<file path="config.mk">
export PLATFORM = sky130hd
export DESIGN_NAME = ezr_cell
export DESIGN_NICKNAME = d
export VERILOG_FILES = /design/src/sv/ezr_pkg.sv /design/src/sv/ezr_cell.sv
export SDC_FILE = /design/constraint.sdc
export NUM_CORES = 1
export LEC_CHECK = 0
export BUFFER_PORTS_ARGS = -buffer_cell sky130_fd_sc_hd__clkbuf_2
export CAP_MARGIN = 0
export CORE_AREA = 5 5 241 243
export CTS_CLUSTER_SIZE = 12
export DETAILED_ROUTE_END_ITERATION = 7
export DIE_AREA = 0 0 246 248
export PLACE_DENSITY = 0.79
export SETUP_SLACK_MARGIN = 0.4
export SLEW_MARGIN = 20
export SYNTH_ARGS = -nofsm -noshare
export SYNTH_HDL_FRONTEND = slang
export SYNTH_SLANG_ARGS = --single-unit
</file>
<file path="constraint.sdc">
create_clock -name clk -period 11.55 [get_ports clk]
set_clock_uncertainty 0.05 [all_clocks]
set_input_delay 0.5775 -clock clk [delete_from_list [all_inputs] [get_ports clk]]
set_output_delay 0.5775 -clock clk [all_outputs]
set_load 0.01 [all_outputs]
</file>
<file path="src/sv/ezr_pkg.sv">
// ----------------------------------------------------------------------------
// ezr_pkg: shared types and constants for the Euler-to-matrix converter
// Request structs, CORDIC constants and the arctangent table.
// ----------------------------------------------------------------------------
package ezr_pkg;

  localparam int unsigned ATAN_ENTRIES = 24;
  localparam int unsigned CORDIC_ITERS_DEF = 16;
  localparam int unsigned ZW = 34;   // Q30 angle width after fold
  localparam int unsigned XW = 34;   // Q30 x/y width
  localparam int unsigned SCW = 22;  // Q20 sin/cos width
  localparam logic [3:0] ORDER_ZYX = 4'd0;

  localparam logic signed [ZW-1:0] PI_Q30      = 34'sd3373259426;
  localparam logic signed [ZW-1:0] HALF_PI_Q30 = 34'sd1686629713;
  localparam logic signed [XW-1:0] GAIN_Q30    = 34'sd652032874;

  typedef struct packed {
    logic signed [15:0] roll_angle;
    logic signed [15:0] pitch_angle;
    logic signed [15:0] yaw_angle;
    logic [3:0]         order_code;
  } in_req_t;

  typedef struct packed {
    logic signed [15:0] m00;
    logic signed [15:0] m01;
    logic signed [15:0] m02;
    logic signed [15:0] m10;
    logic signed [15:0] m11;
    logic signed [15:0] m12;
    logic signed [15:0] m20;
    logic signed [15:0] m21;
    logic signed [15:0] m22;
    logic               result_valid;
  } out_req_t;

  // One CORDIC lane: rotation state of one angle.
  typedef struct packed {
    logic signed [XW-1:0] x;
    logic signed [XW-1:0] y;
    logic signed [ZW-1:0] z;
    logic                 flip;
  } lane_t;

  // Everything one cell hands to its neighbor.
  typedef struct packed {
    logic            vld;
    logic            ok;
    lane_t [2:0]     ln;
  } cell_data_t;

  function automatic logic signed [ZW-1:0] atan_q30(input int unsigned i);
    logic [31:0] t;
    case (i)
      0: t = 32'h3243F6A8;  1: t = 32'h1DAC6705;  2: t = 32'h0FADBAFC;
      3: t = 32'h07F56EA6;  4: t = 32'h03FEAB76;  5: t = 32'h01FFD55B;
      6: t = 32'h00FFFAAA;  7: t = 32'h007FFF55;  8: t = 32'h003FFFEA;
      9: t = 32'h001FFFFD;  10: t = 32'h000FFFFF; 11: t = 32'h0007FFFF;
      12: t = 32'h0003FFFF; 13: t = 32'h0001FFFF; 14: t = 32'h0000FFFF;
      15: t = 32'h00007FFF; 16: t = 32'h00003FFF; 17: t = 32'h00001FFF;
      18: t = 32'h00000FFF; 19: t = 32'h000007FF; 20: t = 32'h000003FF;
      21: t = 32'h000001FF; 22: t = 32'h000000FF; 23: t = 32'h0000007F;
      default: t = 32'h0;
    endcase
    return $signed({2'b00, t});
  endfunction

endpackage

</file>
<file path="src/sv/ezr_cell.sv">
// ----------------------------------------------------------------------------
// ezr_cell: one CORDIC micro-rotation stage
// Rotates the three angle lanes by one table step and registers the result.
// ----------------------------------------------------------------------------
module ezr_cell #(
  parameter int unsigned STEP = 0
) (
  input  logic                   clk,
  input  logic                   rst_n,
  input  logic                   en,
  input  ezr_pkg::cell_data_t    d_in,
  output ezr_pkg::cell_data_t    d_out
);
  import ezr_pkg::*;

  localparam logic signed [ZW-1:0] ATAN = atan_q30(STEP);

  cell_data_t data_r, data_nxt;

  // Micro-rotation on each lane; shifts are arithmetic.
  always_comb begin
    data_nxt = d_in;
    for (int k = 0; k < 3; k++) begin
      if (!d_in.ln[k].z[ZW-1]) begin
        data_nxt.ln[k].x = d_in.ln[k].x - (d_in.ln[k].y >>> STEP);
        data_nxt.ln[k].y = d_in.ln[k].y + (d_in.ln[k].x >>> STEP);
        data_nxt.ln[k].z = d_in.ln[k].z - ATAN;
      end else begin
        data_nxt.ln[k].x = d_in.ln[k].x + (d_in.ln[k].y >>> STEP);
        data_nxt.ln[k].y = d_in.ln[k].y - (d_in.ln[k].x >>> STEP);
        data_nxt.ln[k].z = d_in.ln[k].z + ATAN;
      end
    end
  end

  always_ff @(posedge clk) begin
    if (!rst_n) begin
      data_r.vld <= 1'b0;
    end else if (en) begin
      data_r.vld <= d_in.vld;
    end
    if (en) begin
      data_r.ok <= data_nxt.ok;
      data_r.ln <= data_nxt.ln;
    end
  end

  assign d_out = data_r;

endmodule

</file>
* After elaboration in Yosys (flattened, before gate mapping)
Cells that the tools add are included.
** Word-level totals
- Word-level logic and storage cells :: 32
- Flip-flop bits (word level) :: 311
- Input port bits :: 314
- Output and inout bits :: 311
** Operators by class
- Add/sub/neg operators :: 15
- Mux-type cells :: 3
** Operator list (count)
- $mux 102 :: 3
- $sub 34x34->34 :: 6
- $add 34x31->34 const B :: 3
- $add 34x34->34 :: 3
- $sub 34x31->34 const B :: 3

* Depth between registers and ports, before layout
Gate-level depths: netlist (run 1).
- Word-level depth :: 2
- Gate-level depth with buffers :: 16
- Gate-level depth less buffers :: 14

* Least setup slack after synthesis (run 1)
OpenSTA, ideal clock, no wires.
- Path kind :: input -> register
- Start point :: input d_in[240] in the netlist's numbering
- End point :: register data_r, in the netlist d_out[239], data pin
- Slack :: 7.075 ns
- Library setup time :: 0.265 ns
- Path buffers :: 3
- Cell stages on the path :: 16
- Arrival :: 4.160 ns
- Required time :: 11.235 ns
- Path through :: clkbuf_1 > inv_1 > buf_1 > buf_1 > ha_1 > a21o_1 > a21oi_1 > nor2b_1 > o21a_1 > o22ai_1 > o31a_1 > o21ai_0 > o41a_1 > a31oi_1 > o21ai_0 > xor2_1
** RTL lines
- start, declared :: line ezr_cell.sv:11 : input ezr_pkg::cell_data_t d_in,
- end, declared :: line ezr_cell.sv:18 : cell_data_t data_r, data_nxt;

==> results of run 1 <==
[power breakdown]
part,internal [mW],switching (mW),total [mW]
Clock,0.711,0.474,1.19
Combinational,0.619,0.990,1.61
Sequential,1.48,0.0782,1.56
Total,2.81,1.54,4.36
[routing by layer]
metal / part of all wire (%) / global-route usage, % / wire, µm
met1: 39 / 39.3 / 38300
met2: 46 / 49.1 / 45200
met4: 4.4 / 12.5 / 4320
met3: 10 / 6.64 / 10100
met5: 0.035 / 0 / 34
[path summary, 6_finish.rpt]
check,start,to,slack [ps],cells past startpoint
setup / recovery,d_in[34],d_out[33],7310,14
hold reg to reg,d_out[310],d_out[310],480,2
setup reg to reg,d_out[310],d_out[310],10900,2
hold / removal,d_in[209],d_out[209],150,1
[area by class of cell]
class                      count  area (µm²)  share of cell area, %
antenna                       18        45.0                  0.130
inverter                     339        1270                   3.67
multi-input combinational   2623       18700                   54.0
timing repair buffer         633        3210                   9.25
tap                          756         946                   2.73
clock inverter                20         176                  0.509
clock buffer                  49        1060                   3.04
sequential                   308        9240                   26.6
[cells in the final DEF, fill, tap and decap left out, drive strengths merged, types with 38 or more instances in the layout]
cell type,synthesis,final
nand3,47,47
xor2,49,49
nor3,73,73
a21o,130,130
nand2,142,142
ha,384,384
edfxtp,307,307
a211oi,38,38
o21ai,205,205
a21oi,438,438
nor2,285,285
nor2b,50,50
inv,334,333
clkbuf,99,669
o21bai,97,97
mux2i,41,41
nand2b,40,40
xnor2,224,224
[through the flow]
stage               utilization (%)  setup slack, ps  power, mW  cells  hold WS, ps
finish                         62.2             7310       4.36   4746          153
global route                   62.2             7090       4.58   4741          134
CTS                            62.2             7380       4.36   4728          122
detailed placement             59.9             6840       3.16   4659          456
global placement               59.9             6930       3.14   4659          457
floorplan                         -             7070       2.56   3408          488
[worst max-delay path, cell delays in order]
cell      delay (ps)
buf_4            250
buf_4            760
ha_1             440
a21o_1           240
nor3b_1          180
o21bai_1          80
a21boi_2         190
a221o_1          330
o41a_1           350
a31o_2           290
a21o_1           180
a21o_1           200
a221oi_2         280
xnor2_1          120
[cells in the mapped netlist (6+ instances only)]
master | instances | area share [%]
o31ai_1 | 28 | 0.71
o211ai_1 | 17 | 0.43
o21ai_0 | 201 | 3.4
or3_1 | 11 | 0.23
o21a_1 | 35 | 0.88
mux2i_1 | 41 | 1.4
nor2b_1 | 50 | 1.0
nand2_1 | 142 | 1.8
a311oi_1 | 9 | 0.26
nand2b_1 | 40 | 0.84
nand4_1 | 25 | 0.52
or4_1 | 9 | 0.23
xnor2_1 | 224 | 6.6
nor3_1 | 73 | 1.2
a21oi_1 | 437 | 7.3
a21boi_0 | 10 | 0.25
and3_1 | 13 | 0.27
or2_2 | 8 | 0.17
a31o_2 | 7 | 0.21
nor2_1 | 285 | 3.6
o221ai_1 | 7 | 0.21
and2_1 | 9 | 0.19
a221oi_1 | 7 | 0.21
fa_1 | 12 | 0.81
xor2_1 | 49 | 1.4
a2111oi_0 | 13 | 0.38
nor4_1 | 17 | 0.36
a31oi_1 | 20 | 0.42
buf_2 | 9 | 0.15
o41ai_1 | 7 | 0.21
clkbuf_1 | 99 | 1.2
a221o_1 | 9 | 0.30
inv_1 | 333 | 4.2
edfxtp_1 | 307 | 31
nand3_1 | 47 | 0.79
ha_1 | 384 | 16
buf_1 | 27 | 0.34
o21bai_1 | 97 | 2.4
a211oi_1 | 37 | 0.93
o31a_1 | 10 | 0.29
a21o_1 | 130 | 3.3
o2111ai_1 | 6 | 0.18
a211o_1 | 6 | 0.18
[cell families (layout without fill, tap and decap cells)]
logic type | count (synthesis) | in the layout | synth area share [%]
flip-flops | 308 | 308 | 31.0
buffers and inverters | 477 | 1041 | 6.08
adder cells (fa/ha/maj) | 396 | 396 | 16.9
AND/OR/NAND/NOR | 754 | 754 | 12.0
other | 0 | 18 | 0
XOR/XNOR | 273 | 273 | 8.02
multiplexers | 42 | 42 | 1.42
AO/OA/AOI/OAI | 1158 | 1158 | 24.6
==> metrics.txt, run 1 <==
run status=completed; drt wl/cell=20.6 µm; fillers=4,868; minimum clock period=4240 ps; CTS clk-pin slew, worst paths=60 ps; startpoint types=primary input; initial cell density of the core=53.5%; Setup Crit Path Kind=in -> reg; Rows=87; Gate Count Post-Synth=3,408; synthesized cell area=29,800 µm²; Vias=28,100; postcts setup bufs=0; Final Cell Area=34,700 µm²; Worst Path Arrival=4480 ps; grt ovf=0; max FFs per register=308; CTS tree=yes; max-cap violations=0; largest net degree at the start of global routing=103; later-pin clock latency in the skew report=550 ps; P_leak=16.1 nW; fin. max-slew vios=0; Fin. Hold Viols=0; CTS H-tree depth=2; dpl hpwl=78.4 mm; worst ir drop on vdd=0.000133 V; Post-synth EDFFs=307; share of layout cells above drive strength 1=18.2%; DRC violations left=0; register area share after synthesis=31.0%; CTS Buffer Depth=3; Final #Nets=4,653; initial antenna violation count=19; ys flop type=edfxtp_1; final antenna-violating net count=0; FMAX=236 MHz; CTS Sinks=308; core area=55,700 µm²; HP Class=in -> reg; Worst EP required=11,790 ps; ys async rst share=0%; die area=61,000 µm²; crit path max fanout=83; Routability Congestion=1.01; DP Area=33,400 µm²; fin crit share=36.7%; post-CTS sizing=0; Rel. slew slack=29.1%; Layout area overhead=16.4%; Synth Net Count=4,118; die width=246 µm; final wirelength=97.9 mm; Netlist cell types=83; setup TNS=0 ps; Worst Tran Pin Value=1060 ps; TritonCTS Buffers=38; drt pass-1 iters=6; IO buf count=624; root buffer cell=clkbuf_16; Seq cells post-synth=308; CTS Hold Bufs=0; vias in the first global route=26,200; DRT iter0 DRCs=2,762; height of the chip=248 µm; Synth Warn #=0; Setup crit end kind=register; PwrDens=126 nW/µm²; I/O pins=625; Avg Inst Size Synth=8.74 µm²; Via density=5.92; Final setup viols=0; first-pass GRT wire length=147 mm; GRT Util Overall=30.2%; RSZ-0062 raised after global routing=no
Note: power is estimated with default switching activity, not from simulation.
==> inputs of run 2 (changes only) <==
--- a/config.mk
+++ b/config.mk
@@ -7,11 +7,11 @@
 export LEC_CHECK = 0
 export BUFFER_PORTS_ARGS = -buffer_cell sky130_fd_sc_hd__clkbuf_2
 export CAP_MARGIN = 0
-export CORE_AREA = 5 5 241 243
+export CORE_AREA = 5 5 242 244
 export CTS_CLUSTER_SIZE = 12
 export DETAILED_ROUTE_END_ITERATION = 7
-export DIE_AREA = 0 0 246 248
-export PLACE_DENSITY = 0.79
+export DIE_AREA = 0 0 247 249
+export PLACE_DENSITY = 0.78
 export SETUP_SLACK_MARGIN = 0.4
 export SLEW_MARGIN = 20
 export SYNTH_ARGS = -nofsm -noshare
==> constraint.sdc (replaced) <==
create_clock -name clk -period 3.9 [get_ports clk]
set_clock_uncertainty 0.05 [all_clocks]
set_input_delay 0.195 -clock clk [delete_from_list [all_inputs] [get_ports clk]]
set_output_delay 0.195 -clock clk [all_outputs]
set_load 0.01 [all_outputs]
==> metrics.txt, run 2 (synthesis results as in run 1) <==
post-placement cell count=4,726; Worst EP required=4160 ps; CTS tree=yes; Worst R2R Setup Slack=2610 ps; max-cap violations=0; drt pass-1 iters=7; root buffer cell=clkbuf_16; TritonCTS Buffers=39; Final #Nets=4,746; fin. max-slew vios=0; grt ovf=0; Vias=28,400; Final setup viols=0; CP top delay family=compound AO/OA/AOI/OAI gates; worst ir drop on vdd=0.000355 V; GRT Util Overall=30.6%; crit-path max cell delay=550 ps; Routability Congestion=1.00; run status=completed; first-pass GRT wire length=151 mm; Worst Tran Pin Value=1010 ps; WP buf/inv=2; DRT iter0 DRCs=2,787; PwrDens=371 nW/µm²; critical path, cell by cell=dlygate4sd3_1, clkbuf_2, fa_1, a21o_1, a21oi_2, nor4_1, nor3_1, a21oi_1, o211ai_1, nor4b_2, o21ai_1, a221o_1, a21oi_1, xnor2_1; Finished Layout Cells=4,833; DRC violations left=0; Fin. Hold Viols=0; DP Area=33,900 µm²; CTS Buffer Depth=3; FMAX=291 MHz; post-layout power=13.2 mW; Final Cell Area=35,500 µm²; height of the chip=249 µm; share of layout cells above drive strength 1=19.7%; HP Class=in -> reg; Rows=87; Via density=5.88; die area=61,500 µm²; crit path max fanout=4; Finished Core Util=63.4%; startpoint types=primary input; P_leak=16.6 nW; vias in the first global route=27,200; die width=247 µm; Setup Crit Path Kind=in -> reg; fin crit share=88.2%; core area=56,100 µm²; fillers=4,839; RSZ-0062 raised after global routing=yes; largest net degree at the start of global routing=99; CTS clk-pin slew, worst paths=60 ps; I/O pins=625; minimum clock period=3440 ps; max FFs per register=308; IO buf count=624; setup TNS=0 ps; Worst Path Arrival=3700 ps; Setup crit end kind=register; drt wl/cell=20.8 µm; CTS Sinks=308; commonest non-fill, non-tap cells in the layout=620 x clkbuf_2, 435 x a21oi_1, 384 x ha_1; final wirelength=101 mm; Layout area overhead=19.3%; initial cell density of the core=53.2%; CP dominant cell by count=a21oi_1; initial antenna violation count=19; later-pin clock latency in the skew report=560 ps; final antenna-violating net count=0; CTS H-tree depth=2; Rel. slew slack=32.5%; dpl hpwl=79.7 mm; leading cell type in the layout, fill and taps excluded=clkbuf_2; CP max stage cell=dlygate4sd3_1
[run 2: power breakdown]
part	internal, mW	total [mW]	switching [mW]	leakage, nW
Sequential	4.39	4.58	0.195	3.01
Combinational	1.94	4.94	3.00	12.9
Clock	2.21	3.68	1.47	0.615
Total	8.54	13.2	4.66	16.6
[run 2: worst paths after layout]
check | startpoint | end | cells past startpoint
max | d_in[210] | d_out[236] | 14
min | d_in[68] | d_out[68] | 3
max reg2reg | d_out[310] | d_out[310] | 3
min reg2reg | d_out[310] | d_out[310] | 3
[run 2: metrics by stage]
step / setup slack [ps] / hold WS [ps]
2_1_floorplan: 406 / 244
3_3_place_gp: 132 / 322
3_5_place_dp: 51.7 / 324
4_1_cts: 453 / 15.2
5_1_grt: 377 / 30.2
6_report: 460 / 48.3
[run 2: area by class of cell]
cell class                 count  area [µm²]  area share, %
multi-input combinational   2623       18800           52.9
clock buffer                  49        1030           2.91
sequential                   308        9240           26.0
clock inverter                22         251          0.708
inverter                     339        1270           3.58
antenna                       11        27.5         0.0774
timing repair buffer         725        3980           11.2
tap                          756         946           2.66
[run 2: worst reg2reg max path, cell delays in order (launching register included)]
cell and delay, ps:
dfxtp_1 330, mux2i_1 190, nor2b_1 60, dlygate4sd3_1 550
[run 2: per-layer routing]
| metal | GRT usage, % | vias to the layer above | wire length [µm] |
|---|---|---|---|
| li1 | - | 13500 | - |
| met1 | 38.6 | 13300 | 39200 |
| met2 | 51.8 | 1353 | 48300 |
| met3 | 5.84 | 247 | 8650 |
| met4 | 11.9 | 12 | 4310 |
| met5 | 0 | - | 85 |
[run 2: repair_timing]
action                     4_1_cts  5_1_grt
setup endpoints to repair        0       11
hold buffers                    24        0
buffers inserted                 0        1
gates resized for setup          0       10
hold endpoints to repair        23        0
